### config.mk
export PLATFORM = sky130hd
export DESIGN_NAME = four_way_cache_tag_plru_core
export DESIGN_NICKNAME = d
export VERILOG_FILES = /design/src/sv/fwct_pkg.sv /design/src/sv/four_way_cache_tag_plru_core.sv /design/src/sv/fwct_ram.sv
export SDC_FILE = /design/constraint.sdc
export NUM_CORES = 1
export LEC_CHECK = 0
export ABC_AREA = 1
export BUFFER_PORTS_ARGS = -buffer_cell sky130_fd_sc_hd__buf_4
export CELL_PAD_IN_SITES_DETAIL_PLACEMENT = 0
export CELL_PAD_IN_SITES_GLOBAL_PLACEMENT = 2
export CORE_MARGIN = 2
export CORE_UTILIZATION = 44
export CTS_BUF_LIST = sky130_fd_sc_hd__clkbuf_8
export CTS_CLUSTER_SIZE = 8
export DETAILED_ROUTE_END_ITERATION = 8
export PLACE_DENSITY_LB_ADDON = 0.15
export RECOVER_POWER = 25
export SKIP_LAST_GASP = 1
export SYNTH_ARGS = -nofsm -noshare
export SYNTH_HDL_FRONTEND = slang
export SYNTH_SLANG_ARGS = --single-unit
### constraint.sdc
create_clock -name clk -period 5 [get_ports clk]
set_input_delay 0.25 -clock clk [delete_from_list [all_inputs] [get_ports clk]]
set_output_delay 0.25 -clock clk [all_outputs]
set_load 0.005 [all_outputs]
### src/sv/fwct_pkg.sv
`timescale 1ns / 1ps
// ----------------------------------------------------------------------------
// fwct_pkg
// Types, constants and replacement tables shared by the cache tag directory.
// ----------------------------------------------------------------------------
package fwct_pkg;

    localparam int ADDR_W = 16;
    localparam int WAYS   = 4;
    localparam int WAY_W  = 2;
    localparam int PLRU_W = 3;
    localparam int CNT_W  = 32;

    typedef enum logic {
        OP_READ  = 1'b0,
        OP_WRITE = 1'b1
    } op_t;

    typedef struct packed {
        logic [ADDR_W-1:0] address;
        logic              operation;
    } request_t;

    typedef struct packed {
        logic             hit;
        logic [WAY_W-1:0] way;
        logic             write_back;
        logic [CNT_W-1:0] read_total;
        logic [CNT_W-1:0] write_total;
        logic [CNT_W-1:0] hit_total;
        logic [CNT_W-1:0] miss_total;
        logic [CNT_W-1:0] write_back_total;
    } result_t;

    // Victim way for each 3-bit tree code.
    localparam logic [WAY_W-1:0] VICTIM_WAY [8] = '{
        2'd0, 2'd0, 2'd1, 2'd1, 2'd2, 2'd3, 2'd2, 2'd3
    };

    // Next tree code, indexed by {code[1:0], way used}; code bit 2 is not read.
    localparam logic [PLRU_W-1:0] PLRU_NEXT [16] = '{
        3'd6, 3'd4, 3'd1, 3'd0,
        3'd7, 3'd5, 3'd1, 3'd0,
        3'd6, 3'd4, 3'd3, 3'd2,
        3'd7, 3'd5, 3'd3, 3'd2
    };

    function automatic logic [CNT_W-1:0] sat_inc(input logic [CNT_W-1:0] value,
                                                 input logic            en);
        logic [CNT_W-1:0] res;
        res = value;
        if (en && (value != {CNT_W{1'b1}}))
        begin
            res = value + CNT_W'(1);
        end
        return res;
    endfunction

endpackage

### src/sv/four_way_cache_tag_plru_core.sv
`timescale 1ns / 1ps
// ----------------------------------------------------------------------------
// four_way_cache_tag_plru_core
// Tag directory of a write-back 4-way set-associative cache with 8-byte lines,
// tree pseudo-LRU replacement and five saturating access counters.
// ----------------------------------------------------------------------------
// Channel   Direction  Handshake            Payload
// request   in         start & !busy        request_t (address, operation)
// result    out        done, one cycle      result_t (hit, way, totals)
//
// One access is taken every cycle while busy is low. The lookup works on the
// registered request and set-RAM row, and the result registers capture its
// outcome; done is high for exactly one cycle per result beat. After reset,
// busy stays high while the set RAM is cleared. The set RAM is read at accept
// and written by the lookup stage; a write to the same set in the previous
// cycle is forwarded. SETS must be a power of two; the block does not enforce
// it. The receiver cannot stall, so busy is low whenever the clear has finished.
// ----------------------------------------------------------------------------
module four_way_cache_tag_plru_core
    import fwct_pkg::*;
#(
    parameter int SETS      = 16,
    parameter int ADDR_BITS = 16
) (
    input  logic     clk,
    input  logic     rst_n,
    input  logic     start,
    output logic     busy,
    input  request_t request,
    output logic     done,
    output result_t  result
);

    localparam int EFF_BITS  = (ADDR_BITS < ADDR_W) ? ADDR_BITS : ADDR_W;
    localparam int LINE_BITS = EFF_BITS - 3;
    localparam int IDX_BITS  = $clog2(SETS);
    localparam int TAG_RAW   = LINE_BITS - IDX_BITS;
    localparam int TAG_BITS  = (TAG_RAW > 0) ? TAG_RAW : 1;
    localparam int EXT_W     = LINE_BITS + IDX_BITS + 1;
    localparam int TAGS_W    = WAYS * TAG_BITS;
    localparam int ROW_W     = PLRU_W + 2 * WAYS + TAGS_W;

    typedef enum logic [1:0] {
        ST_CLEAR = 2'b01,
        ST_RUN   = 2'b10
    } state_t;

    state_t                state_reg, state_next;
    logic [IDX_BITS-1:0]   clr_idx_reg;

    logic                  req_valid_reg;
    request_t              req_reg;

    logic                  last_valid_reg;
    logic [IDX_BITS-1:0]   last_set_reg;
    logic [ROW_W-1:0]      last_row_reg;

    logic                  done_reg;
    logic                  hit_reg;
    logic [WAY_W-1:0]      way_reg;
    logic                  wb_reg;
    logic [CNT_W-1:0]      rd_cnt_reg, wr_cnt_reg, hit_cnt_reg, miss_cnt_reg, wb_cnt_reg;

    logic [EXT_W-1:0]      in_line;
    logic [EXT_W-1:0]      cur_line;
    logic [IDX_BITS-1:0]   in_set;
    logic [IDX_BITS-1:0]   cur_set;
    logic [TAG_BITS-1:0]   cur_tag;
    logic                  cur_write;

    logic [ROW_W-1:0]      ram_rdata;
    logic [ROW_W-1:0]      cur_row;
    logic [ROW_W-1:0]      new_row;
    logic                  ram_we;
    logic [IDX_BITS-1:0]   ram_waddr;
    logic [ROW_W-1:0]      ram_wdata;

    logic [PLRU_W-1:0]     plru_cur;
    logic [WAYS-1:0]       valid_cur;
    logic [WAYS-1:0]       dirty_cur;
    logic [TAG_BITS-1:0]   tag_cur [WAYS];
    logic [WAYS-1:0]       hit_vec;
    logic                  lk_hit;
    logic [WAY_W-1:0]      hit_way;
    logic [WAY_W-1:0]      fill_way;
    logic [WAY_W-1:0]      use_way;
    logic                  lk_wb;
    logic [PLRU_W-1:0]     plru_new;
    logic [WAYS-1:0]       valid_new;
    logic [WAYS-1:0]       dirty_new;
    logic [TAGS_W-1:0]     tags_new;

    assign busy      = (state_reg == ST_CLEAR);
    assign in_line   = EXT_W'(request.address[EFF_BITS-1:3]);
    assign in_set    = in_line[IDX_BITS-1:0];
    assign cur_line  = EXT_W'(req_reg.address[EFF_BITS-1:3]);
    assign cur_set   = cur_line[IDX_BITS-1:0];
    assign cur_tag   = cur_line[IDX_BITS +: TAG_BITS];
    assign cur_write = (req_reg.operation == OP_WRITE);

    fwct_ram #(
        .WIDTH (ROW_W),
        .DEPTH (SETS)
    ) u_set_ram (
        .clk   (clk),
        .we    (ram_we),
        .waddr (ram_waddr),
        .wdata (ram_wdata),
        .raddr (in_set),
        .rdata (ram_rdata)
    );

    always_comb
    begin
        state_next = state_reg;
        unique case (state_reg)
            ST_CLEAR:
            begin
                if (clr_idx_reg == IDX_BITS'(SETS - 1))
                begin
                    state_next = ST_RUN;
                end
            end
            ST_RUN:
            begin
                state_next = ST_RUN;
            end
            default:
            begin
                state_next = ST_CLEAR;
            end
        endcase
    end

    always_comb
    begin
        cur_row   = (last_valid_reg && (last_set_reg == cur_set)) ? last_row_reg : ram_rdata;
        plru_cur  = cur_row[ROW_W-1 -: PLRU_W];
        valid_cur = cur_row[TAGS_W + WAYS +: WAYS];
        dirty_cur = cur_row[TAGS_W +: WAYS];
        for (int w = 0; w < WAYS; w++)
        begin
            tag_cur[w] = cur_row[w*TAG_BITS +: TAG_BITS];
            hit_vec[w] = valid_cur[w] && (tag_cur[w] == cur_tag);
        end
        lk_hit = |hit_vec;

        hit_way  = '0;
        fill_way = VICTIM_WAY[plru_cur];
        for (int w = WAYS - 1; w >= 0; w--)
        begin
            if (hit_vec[w])
            begin
                hit_way = WAY_W'(w);
            end
            if (!valid_cur[w])
            begin
                fill_way = WAY_W'(w);
            end
        end
        use_way = lk_hit ? hit_way : fill_way;
        lk_wb   = !lk_hit && valid_cur[fill_way] && dirty_cur[fill_way];

        plru_new  = PLRU_NEXT[{plru_cur[1:0], use_way}];
        valid_new = valid_cur;
        dirty_new = dirty_cur;
        valid_new[use_way] = 1'b1;
        dirty_new[use_way] = cur_write || (lk_hit && dirty_cur[use_way]);
        for (int w = 0; w < WAYS; w++)
        begin
            tags_new[w*TAG_BITS +: TAG_BITS] =
                (WAY_W'(w) == use_way) ? cur_tag : tag_cur[w];
        end
        new_row = {plru_new, valid_new, dirty_new, tags_new};

        if (state_reg == ST_CLEAR)
        begin
            ram_we    = 1'b1;
            ram_waddr = clr_idx_reg;
            ram_wdata = '0;
        end
        else
        begin
            ram_we    = req_valid_reg;
            ram_waddr = cur_set;
            ram_wdata = new_row;
        end
    end

    always_ff @(posedge clk or negedge rst_n)
    begin
        if (!rst_n)
        begin
            state_reg      <= ST_CLEAR;
            clr_idx_reg    <= '0;
            req_valid_reg  <= 1'b0;
            last_valid_reg <= 1'b0;
            done_reg       <= 1'b0;
            rd_cnt_reg     <= '0;
            wr_cnt_reg     <= '0;
            hit_cnt_reg    <= '0;
            miss_cnt_reg   <= '0;
            wb_cnt_reg     <= '0;
        end
        else
        begin
            state_reg      <= state_next;
            clr_idx_reg    <= (state_reg == ST_CLEAR) ? clr_idx_reg + IDX_BITS'(1) : clr_idx_reg;
            req_valid_reg  <= start && !busy;
            last_valid_reg <= req_valid_reg;
            done_reg       <= req_valid_reg;
            if (req_valid_reg)
            begin
                rd_cnt_reg   <= sat_inc(rd_cnt_reg, !cur_write);
                wr_cnt_reg   <= sat_inc(wr_cnt_reg, cur_write);
                hit_cnt_reg  <= sat_inc(hit_cnt_reg, lk_hit);
                miss_cnt_reg <= sat_inc(miss_cnt_reg, !lk_hit);
                wb_cnt_reg   <= sat_inc(wb_cnt_reg, lk_wb);
            end
        end
    end

    always_ff @(posedge clk)
    begin
        if (start && !busy)
        begin
            req_reg <= request;
        end
        if (req_valid_reg)
        begin
            last_set_reg <= cur_set;
            last_row_reg <= new_row;
            hit_reg      <= lk_hit;
            way_reg      <= use_way;
            wb_reg       <= lk_wb;
        end
    end

    assign done = done_reg;

    always_comb
    begin
        result.hit              = hit_reg;
        result.way              = way_reg;
        result.write_back       = wb_reg;
        result.read_total       = rd_cnt_reg;
        result.write_total      = wr_cnt_reg;
        result.hit_total        = hit_cnt_reg;
        result.miss_total       = miss_cnt_reg;
        result.write_back_total = wb_cnt_reg;
    end

`ifndef SYNTHESIS
    // Every accepted access yields a result beat once it has passed the lookup and the result registers.
    assert property (@(posedge clk) disable iff (!rst_n)
        (start && !busy) |=> ##1 done)
        else $error("accepted access produced no result beat");

    assert property (@(posedge clk) disable iff (!rst_n)
        done |-> $past(start && !busy, 2))
        else $error("result beat without an accepted access");

    // Once the clear pass is over the directory never becomes busy again.
    assert property (@(posedge clk) disable iff (!rst_n)
        (state_reg == ST_RUN) |=> (state_reg == ST_RUN))
        else $error("directory returned to the clear pass");

    // A write-back only happens on a miss and is always counted.
    assert property (@(posedge clk) disable iff (!rst_n)
        (done && result.write_back) |-> (!result.hit && (result.write_back_total != '0)))
        else $error("write-back on a hit or not counted");
`endif

endmodule

### src/sv/fwct_ram.sv
`timescale 1ns / 1ps
// ----------------------------------------------------------------------------
// fwct_ram
// Generic single-clock RAM with one write port and one registered read port.
// ----------------------------------------------------------------------------
module fwct_ram #(
    parameter int WIDTH = 8,
    parameter int DEPTH = 16
) (
    input  logic                     clk,
    input  logic                     we,
    input  logic [$clog2(DEPTH)-1:0] waddr,
    input  logic [WIDTH-1:0]         wdata,
    input  logic [$clog2(DEPTH)-1:0] raddr,
    output logic [WIDTH-1:0]         rdata
);

    logic [WIDTH-1:0] mem [DEPTH];
    logic [WIDTH-1:0] rdata_reg;

    always_ff @(posedge clk)
    begin
        if (we)
        begin
            mem[waddr] <= wdata;
        end
        rdata_reg <= mem[raddr];
    end

    assign rdata = rdata_reg;

endmodule
==> reports/metrics.yaml, run 1 <==
max_freq_mhz: 207
crit_type: "in -> reg"
clock_latency_ns: 0.84
syn_area_um2: 44400
cts_inserted_buffers: 172
failed_checks: "max-capacitance violations, max-slew violations"
place_congestion: 0.834
synth-edff-count: 821
finalMaxSlewViolations: 495
ys_ff_latch: 1036
place_hpwl_um: 69200
rows: 116
placed_area_um2: 47700
p_per_area_nw_per_um2: 374
drc: 0
die_area_um2: 104000
port-buffer-count: 182
crit_fanout: 39
grt_antenna_before_repair: 1
gr-total-overflow: 0
via_per_inst: 5.28
path_clk_slew_ns: 0.06
cts_tree: "built"
drtAntennaViolNets: 0
die_x_um: 322
worst_slew_pin_slew_ns: 3.94
cts.htree.levels: 4
cts_resized: 0
period_needed_ns: 4.83
grt_start_max_net_pins: 169
syn_nets: 3823
hp-class: "in -> reg"
grt.total_usage_pct: 22.8
clkSinkCount: 1036
wirelength_um: 118000
final_area_um2: 50800
core_area_um2: 100000
largest_reg_flops: 752
drtIter0Drc: 2170
maxCapViolCount: 7
hold_viol: 0
syn2layout_area_growth_pct: 14.3
grt_pass1_vias: 28500
cp-end-kind: "flop"
dieHeight_um: 322
postCtsSetupBuffers: 0
fin_skew_ns: 0.0319
setup_viol: 0
crit_path_top_delay_cell: "clkinvlp_2"
power.leakage_nw: 20.0
outcome: "complete, but fails checks"
grt_first_pass_wirelength_um: 178000
max_slew_margin_pct: -163
setup_tns_ns: 0
crit_arrival_ns: 5.59
yosysSeqAreaShare_pct: 67.1
wl_per_cell_um: 21.4
synthFlopType: "edfxtp_1"
rsz0062_at_grt: "no"
clk_path_buf_depth: 3
synthArstFlopShare_pct: 16.2
finalCritPeriodShare_pct: 96.7
via_count: 29200
first_pass_iters: 6
max_stage_delay_ns: 1.99
syn-instance-count: 3796
start_kind: "input port"
initial_core_util_pct: 44.4
drive_gt1_share_pct: 11.8
crit_chain: "dlygate4sd3_1 > clkbuf_1 > clkinvlp_2 > clkbuf_4 > o211ai_1 > nand3_1 > nand2_1"
peakVddDrop_mv: 0.201
ys_types: 45
cts-root-buf: "clkbuf_8"
ys.warnings.count: 0
io_pins: 186
crit_required_ns: 5.75
fin_nets: 4104
syn_avg_cell_area_um2: 11.7
[synth_stat cells, drive strengths merged (2+ instances only)]
master | number | area [um^2]
o211ai | 191 | 1440
or2 | 2 | 12.5
inv | 445 | 1670
xor2 | 92 | 806
a31oi | 2 | 12.5
ha | 7 | 87.6
nor4 | 27 | 169
dfrtp | 167 | 4180
nand4 | 80 | 500
nor2 | 198 | 830
mux2i | 192 | 1920
clkbuf | 118 | 443
buf | 57 | 290
o21ai | 274 | 1390
nor3b | 4 | 30.0
a21oi | 217 | 1090
a211oi | 18 | 135
xnor2 | 58 | 508
clkinv | 4 | 15.0
nor3 | 59 | 295
nand2 | 522 | 1980
dfxtp | 47 | 941
nand3 | 184 | 936
and2 | 3 | 18.8
edfxtp | 821 | 24700
[final timing paths]
check,cells after the start,slack [ns],end,start
worst max-delay path,7,0.17,u_set_ram.rdata[20],request[6]
worst min-delay path,6,0.18,u_set_ram.rdata[37],request[5]
worst max register to register,21,0.53,u_set_ram.mem[10][30],cur_line[1]
worst min register to register,1,0.48,clr_idx_reg[3],clr_idx_reg[3]
max in group asynchronous,3,1.05,miss_cnt_reg[12],rst_n
min in group asynchronous,3,1.54,wb_cnt_reg[1],rst_n
[layout make-up]
class / count / area [um^2]
fill: 9070 / 49400
sequential: 1036 / 29800
multi-input combinational: 2136 / 12400
clock buffer: 185 / 2550
timing repair buffer: 282 / 2110
inverter: 449 / 1690
tap: 1298 / 1620
clock inverter: 131 / 651
antenna: 2 / 5.00
[through the flow]
| stage | hold WS (ns) | util [%] | total power [mW] | setup WS (ns) | cells |
|---|---|---|---|---|---|
| after CTS | 0.0996 | 51.0 | 19.2 | 0.462 | 5517 |
| after detailed placement | 0.430 | 47.6 | 12.3 | 0.521 | 5187 |
| after global placement | 0.430 | 47.6 | 12.2 | 0.591 | 5187 |
| after global routing | 0.141 | 50.7 | 19.8 | 0.0541 | 5519 |
| after floorplan | -0.0456 | - | 11.4 | 0.508 | 3796 |
| final | 0.185 | 50.7 | 19.0 | 0.167 | 5519 |
[layout by cell type (no fill, tap or decap), drive strengths merged]
cell and n:
nand4 80, a31oi 2, dfstp 1, edfxtp 821, dlygate4sd3 14, and3 1, clkdlybuf4s25 1, nand3b 1
nand3 184, clkinv 48, nor3b 4, o21ai 274, nand2 522, o211ai 191, nor4 27, a211oi 18
nor2 198, mux2i 192, or2 2, nor3 59, o21bai 1, xor2 92, ha 7, clkbuf 370
dfrtp 167, or3 1, and2 3, o41ai 1, o31ai 1, clkinvlp 7, buf 82, inv 522
dfxtp 47, xnor2 58, diode 2, bufinv 3, a21oi 217
[cells by family after synthesis]
family / share of synthesized area (%)
simple gates: 10.8
flops: 67.1
compound gates: 9.20
buf+inv: 5.44
mux: 4.33
xor+xnor: 2.96
fa+ha+maj: 0.197
[report_power, final]
| group | total, mW | leakage (nW) | internal, mW | switching [mW] |
|---|---|---|---|---|
| combinational | 1.89 | 7.95 | 0.549 | 1.34 |
| clock | 6.94 | 1.88 | 3.57 | 3.36 |
| sequential | 10.2 | 10.1 | 9.97 | 0.197 |
[critical path, delay by kind of cell]
family                 cells  cell delay (ns)
buffers and inverters      4             4.59
AO/OA/AOI/OAI              1             0.27
AND/OR/NAND/NOR            2             0.35
[metal layers]
layer / vias up / global-route usage (%) / routed length (um)
li1: 14000 / - / -
met1: 14400 / 31.7 / 54600
met2: 612 / 37.5 / 56300
met3: 158 / 3.46 / 4810
met4: 0 / 6.03 / 2140
met5: - / 0 / 0
[what timing repair did]
action / 4_1_cts / 5_1_grt
hold buffers: 14 / 0
endpoints found under the setup margin: 0 / 0
endpoints found under the hold margin: 216 / 0
No activity file was read; power rests on OpenSTA's default activity.
==> run 2: changes to the inputs <==
--- a/config.mk
+++ b/config.mk
@@ -6,14 +6,14 @@
 export NUM_CORES = 1
 export LEC_CHECK = 0
 export ABC_AREA = 1
-export BUFFER_PORTS_ARGS = -buffer_cell sky130_fd_sc_hd__buf_4
 export CELL_PAD_IN_SITES_DETAIL_PLACEMENT = 0
-export CELL_PAD_IN_SITES_GLOBAL_PLACEMENT = 2
+export CELL_PAD_IN_SITES_GLOBAL_PLACEMENT = 1
 export CORE_MARGIN = 2
-export CORE_UTILIZATION = 44
+export CORE_UTILIZATION = 54
 export CTS_BUF_LIST = sky130_fd_sc_hd__clkbuf_8
 export CTS_CLUSTER_SIZE = 8
 export DETAILED_ROUTE_END_ITERATION = 8
+export DONT_BUFFER_PORTS = 1
 export PLACE_DENSITY_LB_ADDON = 0.15
 export RECOVER_POWER = 25
 export SKIP_LAST_GASP = 1
==> run 2 against run 1 <==
The flow still finishes with violations (max-capacitance violations, max-slew violations); register-to-register slack worse by 0.11 ns; utilization is 11 points higher; combinational power is 5% lower; maximum frequency is 5.4% higher; global-route usage is 4.7 points higher; setup slack better by 0.25 ns; die area is 18% lower; critical path type is now reg -> reg; largest power group unchanged.
==> reports/metrics.yaml, run 2 (synthesis results as in run 1) <==
port-buffer-count: 0  # -100%
rows: 105  # -9.5%
period_needed_ns: 4.58  # -0.248 ns
layout_common_cells: "821 x edfxtp_1, 518 x nand2_1, 504 x inv_1, 230 x o21ai_0, 217 x a21oi_1"
peakVddDrop_mv: 0.329  # +64%
grt_antenna_before_repair: 3  # +2
cts.htree.levels: 4  # unchanged
setup_tns_ns: 0  # unchanged
start_kind: "flop"
power.leakage_nw: 19.6  # -2.1%
initial_core_util_pct: 54.4  # +10 points
io_pins: 186  # unchanged
via_per_inst: 5.75  # +8.9%
first_pass_iters: 5  # -1
gr-total-overflow: 0  # unchanged
clock_latency_ns: 0.82  # -0.02 ns
hp-class: "in -> async"
largest_reg_flops: 752  # unchanged
finalCritPeriodShare_pct: 91.7  # -5.0 points
maxCapViolCount: 6  # -1
place_inst: 4758  # -8.3%
p_seq_share_pct: 53.4  # about the same
via_count: 29700  # +2.0%
grt_start_max_net_pins: 249  # +47%
cts_inserted_buffers: 170  # -1.2%
syn2layout_area_growth_pct: 12.8
outcome: "complete, but fails checks"
placed_area_um2: 45800  # -4.1%
drtIter0Drc: 2363  # +8.9%
rsz0062_at_grt: "no"
place_hpwl_um: 63100  # -8.7%
clk_path_buf_depth: 3  # unchanged
drtAntennaViolNets: 0  # unchanged
place_congestion: 0.908  # +8.8%
cp-end-kind: "flop"
wirelength_um: 116000  # -1.5%
path_clk_slew_ns: 0.06  # about the same
intPower_mw: 14.3  # +1.4%
max_freq_mhz: 218  # +5.4%
worst_slew_pin_slew_ns: 3.23  # -0.709 ns
swShare_pct: 25.3  # -0.55 points
fin_skew_ns: 0.0424  # +0.0104 ns
cts-root-buf: "clkbuf_8"
die_x_um: 291  # -9.6%
grt_pass1_vias: 29200  # +2.4%
cts_tree: "built"
drive_gt1_share_pct: 8.81  # -3.0 points
crit_fanout: 27  # -31%
postCtsSetupBuffers: 0  # unchanged
clkSinkCount: 1036  # unchanged
grt.total_usage_pct: 27.5  # +4.7 points
hold_ws_ns: 0.109  # -0.0765 ns
drc: 0  # unchanged
wl_per_cell_um: 22.5  # +5.2%
p_sw_mw: 4.83  # -1.5%
power_mw: 19.1  # +0.62%
dieHeight_um: 291  # -9.6%
fin_nets: 3982  # -3.0%
final_core_util_pct: 61.3  # +11 points
core_area_um2: 81700  # -18%
die_area_um2: 84600  # -18%
crit_start: "done"
hold_viol: 0  # unchanged
fillers: 6471  # -29%
clkPwrFrac_pct: 37.3  # +0.8 points
crit_arrival_ns: 5.00  # -0.59 ns
finalMaxSlewViolations: 352  # -29%
fin_ws_ns: 0.415  # +0.248 ns
max_slew_margin_pct: -116  # +47 points
setup_viol: 0  # unchanged
failed_checks: "max-capacitance violations, max-slew violations"
grt_first_pass_wirelength_um: 177000  # -0.68%
crit_required_ns: 5.41  # -0.34 ns
crit_type: "reg -> reg"
r2r_start: "done"
final_area_um2: 50100  # -1.3%
final_common_cell: "edfxtp_1"
fin_cells: 5169  # -6.3%
dp_slack_ns: 0.477  # -0.0433 ns
combPwrFrac_pct: 9.4  # -0.5 points
p_per_area_nw_per_um2: 381  # +2.0%
[run 2: timing repair]
action,CTS,global route
gates resized for setup,0,0
hold buffers,95,0
endpoints found under the hold margin,244,0
[run 2: cell type report]
cell class                      count  area [um^2]  area share, %
Antenna cell                        3         7.51         0.0150
Clock buffer                      195         2680           5.36
Clock inverter                    118          642           1.28
Inverter                          449         1690           3.38
Multi-Input combinational cell   2136        12300           24.6
Sequential cell                  1036        29800           59.5
Tap cell                         1070         1340           2.67
Timing Repair Buffer              162         1620           3.24
[run 2: worst max-delay path, stage by stage, from the launching register on]
cell	delay [ns]
dfrtp_1	0.45
nand2_1	0.13
nor2_4	0.16
nand3_4	0.22
buf_12	0.25
inv_2	0.23
nand2_1	0.09
nand3_1	0.08
nand2_1	0.12
nor2_1	0.10
nand2_1	0.06
nor2_1	0.24
nand2_1	0.10
nand2_1	0.06
nand2_1	0.09
nand2_2	0.17
inv_2	0.06
nor2_2	0.19
inv_2	0.25
nand2_1	0.11
o21ai_1	0.09
nor2_1	0.92
[run 2: path summary, 6_finish.rpt]
path	end	slack, ns	depth (start not counted)
setup reg to reg	u_set_ram.mem[11][10]	0.42	21
min in group clk	u_set_ram.rdata[29]	0.11	5
setup / recovery	u_set_ram.mem[11][10]	0.42	21
hold reg to reg	last_set_reg[3]	0.46	0
max in group asynchronous	state_reg[1]	4.08	2
hold / removal	wr_cnt_reg[17]	0.11	2
[run 2: routing by layer]
metal  track usage [%]  up-vias  wire length, um
met5                 0        -                0
met4              10.0        0             3260
met3              4.95      220             8100
met2              45.2     1085            55700
met1              36.9    14700            49100
li1                  -    13800                -
[run 2: power groups by stage]
stage | Sequential (mW) | Clock (mW) | Combinational, mW
2_1_floorplan | 10.3 | 0 | 1.12
3_5_place_dp | 10.4 | 0 | 1.52
5_1_grt | 10.2 | 7.65 | 1.98
4_1_cts | 10.2 | 7.28 | 1.78
6_report | 10.2 | 7.12 | 1.79
3_3_place_gp | 10.4 | 0 | 1.47
